<file path="src/hdl/hashed_lru_block_buffer_cache_macros.svh">
// Assertion macros for the hashed LRU buffer cache tag store.
// Used by the top level only; empty bodies when SYNTHESIS is defined.
`ifndef HASHED_LRU_BLOCK_BUFFER_CACHE_MACROS_SVH
`define HASHED_LRU_BLOCK_BUFFER_CACHE_MACROS_SVH
`ifndef SYNTHESIS
`define HLBC_ASSERT_IMP(label, clk, rst_n, ante, cons) \
  label: assert property (@(posedge clk) disable iff (!rst_n) (ante) |-> (cons)) \
    else $error("assertion failed");
`define HLBC_ASSERT_NXT(label, clk, rst_n, ante, cons) \
  label: assert property (@(posedge clk) disable iff (!rst_n) (ante) |=> (cons)) \
    else $error("assertion failed");
`else
`define HLBC_ASSERT_IMP(label, clk, rst_n, ante, cons)
`define HLBC_ASSERT_NXT(label, clk, rst_n, ante, cons)
`endif
`endif

</file>
<file path="src/hdl/hlbc_pkg.sv">
// Package for the hashed LRU buffer cache: word types, codes and geometry.
// No dependencies.
`timescale 1ns / 1ps
package hlbc_pkg;
  // Cache geometry and bucket hash
  localparam int NUM_BUCKETS     = 13;
  localparam int WAYS            = 4;
  localparam int HASH_MULTIPLIER = 17;
  localparam int SLOTS           = NUM_BUCKETS * WAYS;

  localparam logic [1:0] KIND_GET     = 2'd0;
  localparam logic [1:0] KIND_RELEASE = 2'd1;
  localparam logic [1:0] KIND_PIN     = 2'd2;
  localparam logic [1:0] KIND_UNPIN   = 2'd3;

  localparam logic [1:0] ST_OK        = 2'd0;
  localparam logic [1:0] ST_NO_FREE   = 2'd1;
  localparam logic [1:0] ST_UNDERFLOW = 2'd2;
  localparam logic [1:0] ST_SATURATED = 2'd3;

  typedef struct packed {
    logic [1:0]  kind;
    logic [7:0]  device_id;
    logic [23:0] block_number;
    logic [5:0]  buffer_index;
  } req_t;

  typedef struct packed {
    logic [5:0] slot;
    logic       hit;
    logic       needs_read;
    logic [1:0] status;
  } rsp_t;

  // Classified command handed from front to back.
  typedef struct packed {
    req_t       req;
    logic [5:0] bucket;   // bucket number
    logic       in_range; // buffer_index below slot count
  } cmd_t;
endpackage

</file>
<file path="src/hdl/hlbc_queue.sv">
// Two-entry command queue between front and back.
// Depends on hlbc_pkg.
`timescale 1ns / 1ps
module hlbc_queue (
  input  logic           clk_i,
  input  logic           rst_ni,
  input  logic           push_i,
  input  hlbc_pkg::cmd_t cmd_i,
  output logic           full_o,
  output logic           empty_o,
  input  logic           pop_i,
  output hlbc_pkg::cmd_t cmd_o
);
  import hlbc_pkg::*;
  cmd_t mem_q [2];
  logic wp_q, rp_q;
  logic [1:0] cnt_q;

  always_ff @(posedge clk_i or negedge rst_ni) begin
    if (!rst_ni) begin
      wp_q <= 1'b0; rp_q <= 1'b0; cnt_q <= '0;
    end else begin
      if (push_i) wp_q <= ~wp_q;
      if (pop_i) rp_q <= ~rp_q;
      cnt_q <= cnt_q + {1'b0, push_i} - {1'b0, pop_i};
    end
  end
  always_ff @(posedge clk_i) begin
    if (push_i) mem_q[wp_q] <= cmd_i;
  end
  assign full_o = cnt_q[1];
  assign empty_o = (cnt_q == 2'd0);
  assign cmd_o = mem_q[rp_q];
endmodule

</file>
<file path="config.mk">
export PLATFORM = sky130hd
export DESIGN_NAME = hlbc_queue
export DESIGN_NICKNAME = d
export VERILOG_FILES = /design/src/hdl/hashed_lru_block_buffer_cache_macros.svh /design/src/hdl/hlbc_pkg.sv /design/src/hdl/hlbc_queue.sv
export SDC_FILE = /design/constraint.sdc
export NUM_CORES = 1
export LEC_CHECK = 0
export ABC_AREA = 1
export BUFFER_PORTS_ARGS = -buffer_cell sky130_fd_sc_hd__clkbuf_2
export CAP_MARGIN = 15
export CORE_ASPECT_RATIO = 0.7
export CORE_MARGIN = 1.5
export CORE_UTILIZATION = 38
export CTS_BUF_LIST = sky130_fd_sc_hd__clkbuf_8
export CTS_CLUSTER_DIAMETER = 30
export CTS_CLUSTER_SIZE = 8
export DETAILED_ROUTE_END_ITERATION = 10
export PLACE_DENSITY_LB_ADDON = 0.1
export REMOVE_ABC_BUFFERS = 1
export SLEW_MARGIN = 25
export SYNTH_ARGS = -nofsm -noshare
export SYNTH_HDL_FRONTEND = slang
export SYNTH_SLANG_ARGS = --single-unit
</file>
<file path="constraint.sdc">
create_clock -name clk_i -period 2.81 [get_ports clk_i]
set_clock_uncertainty 0.15 [all_clocks]
set_input_delay 0.281 -clock clk_i [delete_from_list [all_inputs] [get_ports clk_i]]
set_output_delay 0.281 -clock clk_i [all_outputs]
set_load 0.005 [all_outputs]
</file>
==> parameters.txt <==
Parameter                              Value

Detailed routing
  Drt pass-1 iters ... 4
  Antenna Violating Nets Remaining ... 0
  Vias per Instance ... 4.128
  Wire per inst ... 11.90 um
  Number of remaining DRC errors ... 0
  Total number of vias ... 2287
  Violation count after the first detailed-routing iteration ... 131
  Total wirelength of the detailed-routed design ... 6593 um

Final layout
  Layout Cells excl Fill ... 554
  Share of layout cells above drive strength 1 ... 27.91%
  Summed area of non-filler cells in the final layout ... 5049 um^2
  Nets@finish ... 478
  Layout Utilization ... 54.56%
  Area of combinational cells with multiple inputs ... 496.7 um^2
  Fill cell count ... 811
  Sequential cell area in the final layout ... 2924 um^2
  Antenna cells ... 0
  Synth-to-Final Area Change ... 36.55%

Synthesis
  Combined area of all synthesized cells ... 3697 um^2
  Share of the yosys chip area belonging to registers ... 79.05%
  Number of warnings issued by yosys ... 0
  Portion of synthesized cell area occupied by the leading cell type ... 76.35%
  Unique cell type count in the Yosys netlist ... 12
  Cell accounting for the most synthesized area ... edfxtp_1
  Ranking of synthesized cells by area ... edfxtp_1 (76%), inv_1 (5.5%), nand2_1 (5.4%), o21ai_0 (5.1%), dfrtp_1 (2.7%)
  Synthesized area per cell ... 13.74 um^2
  Number of cells produced by synthesis ... 269
  Total of flip-flops plus latches after synthesis ... 98

Timing
  Final setup violation count ... 0
  Final hold viol count ... 0
  Fin crit period ... 2.180 ns
  Count of pins over their slew limit ... 0
  Final critical-path share of the clock period ... 77.59%
  RSZ-0062 raised after global routing ... no
  Actual transition at the worst max-transition pin ... 0.5417 ns
  Max Fclk ... 0.4587 GHz
  Slew HR ... 63.80%

Min path
  Worst hold-check path type ... in2async

Critical path
  Highest fanout seen on the critical path ... 33
  Slowest library cell on the worst path ... dfrtp_2
  Reg2reg path depth ... 2
  Crit path largest cell delay ... 0.65 ns
  Worst R2R End ... mem_q[0][2]
  Critical path launch point type ... register
  Cell chain of the critical path ... buf_4 > nand2_1 > o21ai_0 > clkbuf_2
  Worst r2r src ... wp_q
  Data required time at the worst endpoint ... 2.38 ns
  Critical path class ... reg2out
  Bufs and invs on worst path ... 2
  CP top delay family ... flip-flops
  CP endpoint kind ... output pin
  Worst reg2reg setup slack ... 1.17 ns
  CP Data Arrival Time ... 1.75 ns

Floorplan
  Initial Utilization ... 39.96%
  Floorplan die width ... 120.9 um
  Total die area ... 10340 um^2
  Area inside the core boundary ... 9253 um^2
  Die Y-Extent ... 85.53 um
  Ports ... 100
  Row count ... 29

Global route
  Overall global routing resource usage ... 13.87%
  First-pass GRT wire length ... 10700 um
  Antenna violations before repair ... 0
  Via count of the first global-routing pass ... 2223
  Total grt overflow ... 0
  Maximum number of pins on one net before global-route repair ... 35

Placement
  Total half-perimeter wirelength after legalization and detailed placement ... 4286 um
  Placed instance area ... 4344 um^2
  RD Place Congestion ... 0.6934
  Placed Cells incl. Taps ... 488
  Port-buffer cells ... 99

Status
  Result of the run ... complete, no violations

Clock network
  Worst-Skew Late Latency ... 0.35 ns
  Clock sink count ... 98
  Clock root buffer ... clkbuf_8
  Clock Tree Buf Depth ... 2
  Post-CTS Repair Setup Buffers ... 0
  CTS Buf Count ... 9
  Number of instances resized during post-cts repair ... 0
  TritonCTS clock tree ... built
  Reg clk slew, reported paths ... 0.08 ns
  Deepest level of the CTS H-tree ... 3

Power and ir drop
  Leak pwr ... 2.204 nW
  P per Cell Area ... 827.1 nW/um^2
  Power share of the sequential group ... 49.4%
  Internal power summed over all cells ... 2.938 mW
  Worst IR Drop VDD ... 0.3901 mV
  Relative contribution of combinational cells to total power ... 28.8%
  Fraction of power spent switching nets ... 29.64%
  Clock group share of total power ... 21.8%
  Net Switching ... 1.238 mW

Flow run
  Number of max-cap violations ... 0
per-stage QoR:
step	hold WS, ns	setup slack (ns)	power, mW	TNS [ns]
2_1_floorplan	-0.1646	-0.1772	2.650	-8.330
3_3_place_gp	-0.05463	0.9438	3.272	0
3_5_place_dp	-0.05519	0.9444	3.282	0
4_1_cts	0.08027	0.5347	4.257	0
5_1_grt	0.08594	0.4495	4.476	0
6_report	0.1148	0.6297	4.176	0
metal layers:
| metal | routed length (um) | vias up | GRT usage, % | part of all wire [%] |
|---|---|---|---|---|
| li1 | - | 1205 | - | - |
| met1 | 2967 | 1008 | 17.50 | 45 |
| met2 | 3069 | 67 | 22.06 | 47 |
| met3 | 499 | 7 | 5.452 | 7.6 |
| met4 | 57 | 0 | 4.813 | 0.86 |
| met5 | 0 | - | 0 | 0 |
cells in the mapped netlist:
master and instances:
dfrtp_1 4, xor2_1 2, nand3_1 1, nor2_1 2, clkbuf_1 4, inv_1 54, buf_6 6, ha_1 2
nand2_1 53, o21ai_1 9, edfxtp_1 94, o21ai_0 38
power by group through the flow:
stage	clock network (mW)	logic, mW	registers, mW
CTS	0.949	1.24	2.07
detailed placement	0	1.18	2.10
global route	0.997	1.38	2.10
global placement	0	1.18	2.10
floorplan	0	0.491	2.16
finish	0.909	1.20	2.06
cells by family after synthesis:
group | synth area share (%)
flip-flops | 79.05
buffers and inverters | 7.715
AND/OR/NAND/NOR | 5.719
AO/OA/AOI/OAI | 6.362
XOR/XNOR | 0.4739
adder cells (fa/ha/maj) | 0.6767
sequential cells by signal (all words and copies together), names as in the netlist:
name and flops:
cnt_q 2, mem_q 94, wp_q 1, rp_q 1
area by class of cell:
class                   instances  area share [%]
inverters                      54           4.015
clock buffers                   9           2.454
flip-flops and latches         98           57.92
repair buffers                155           21.12
clock inverters                 7           1.586
well taps                     124           3.073
multi-input cells             107           9.839
timing repair:
item	in CTS	in global routing
hold buffers	50	0
setup endpoints to repair	0	0
hold endpoints to repair	100	0
how the worst max path moves through the flow:
stage | from | to | slack, ns | cells past startpoint
6_report | rp_q | cmd_o[21] | 0.63 | 4
3_5_place_dp | rp_q | cmd_o[21] | 0.94 | 4
2_1_floorplan | wp_q | mem_q[0][0] | -0.18 | 1
3_3_place_gp | rp_q | cmd_o[21] | 0.94 | 4
5_1_grt | rp_q | cmd_o[46] | 0.45 | 4
4_1_cts | rp_q | cmd_o[21] | 0.53 | 4
cells in the final DEF (no fill, tap or decap), drive strengths merged:
cell	instances
buf	6
bufinv	2
clkbuf	108
clkinv	1
dfrtp	4
dlygate4sd3	50
edfxtp	94
ha	2
inv	58
nand2	53
nand3	1
nor2	2
o21ai	47
xor2	2
No activity file was read; power rests on OpenSTA's default activity.
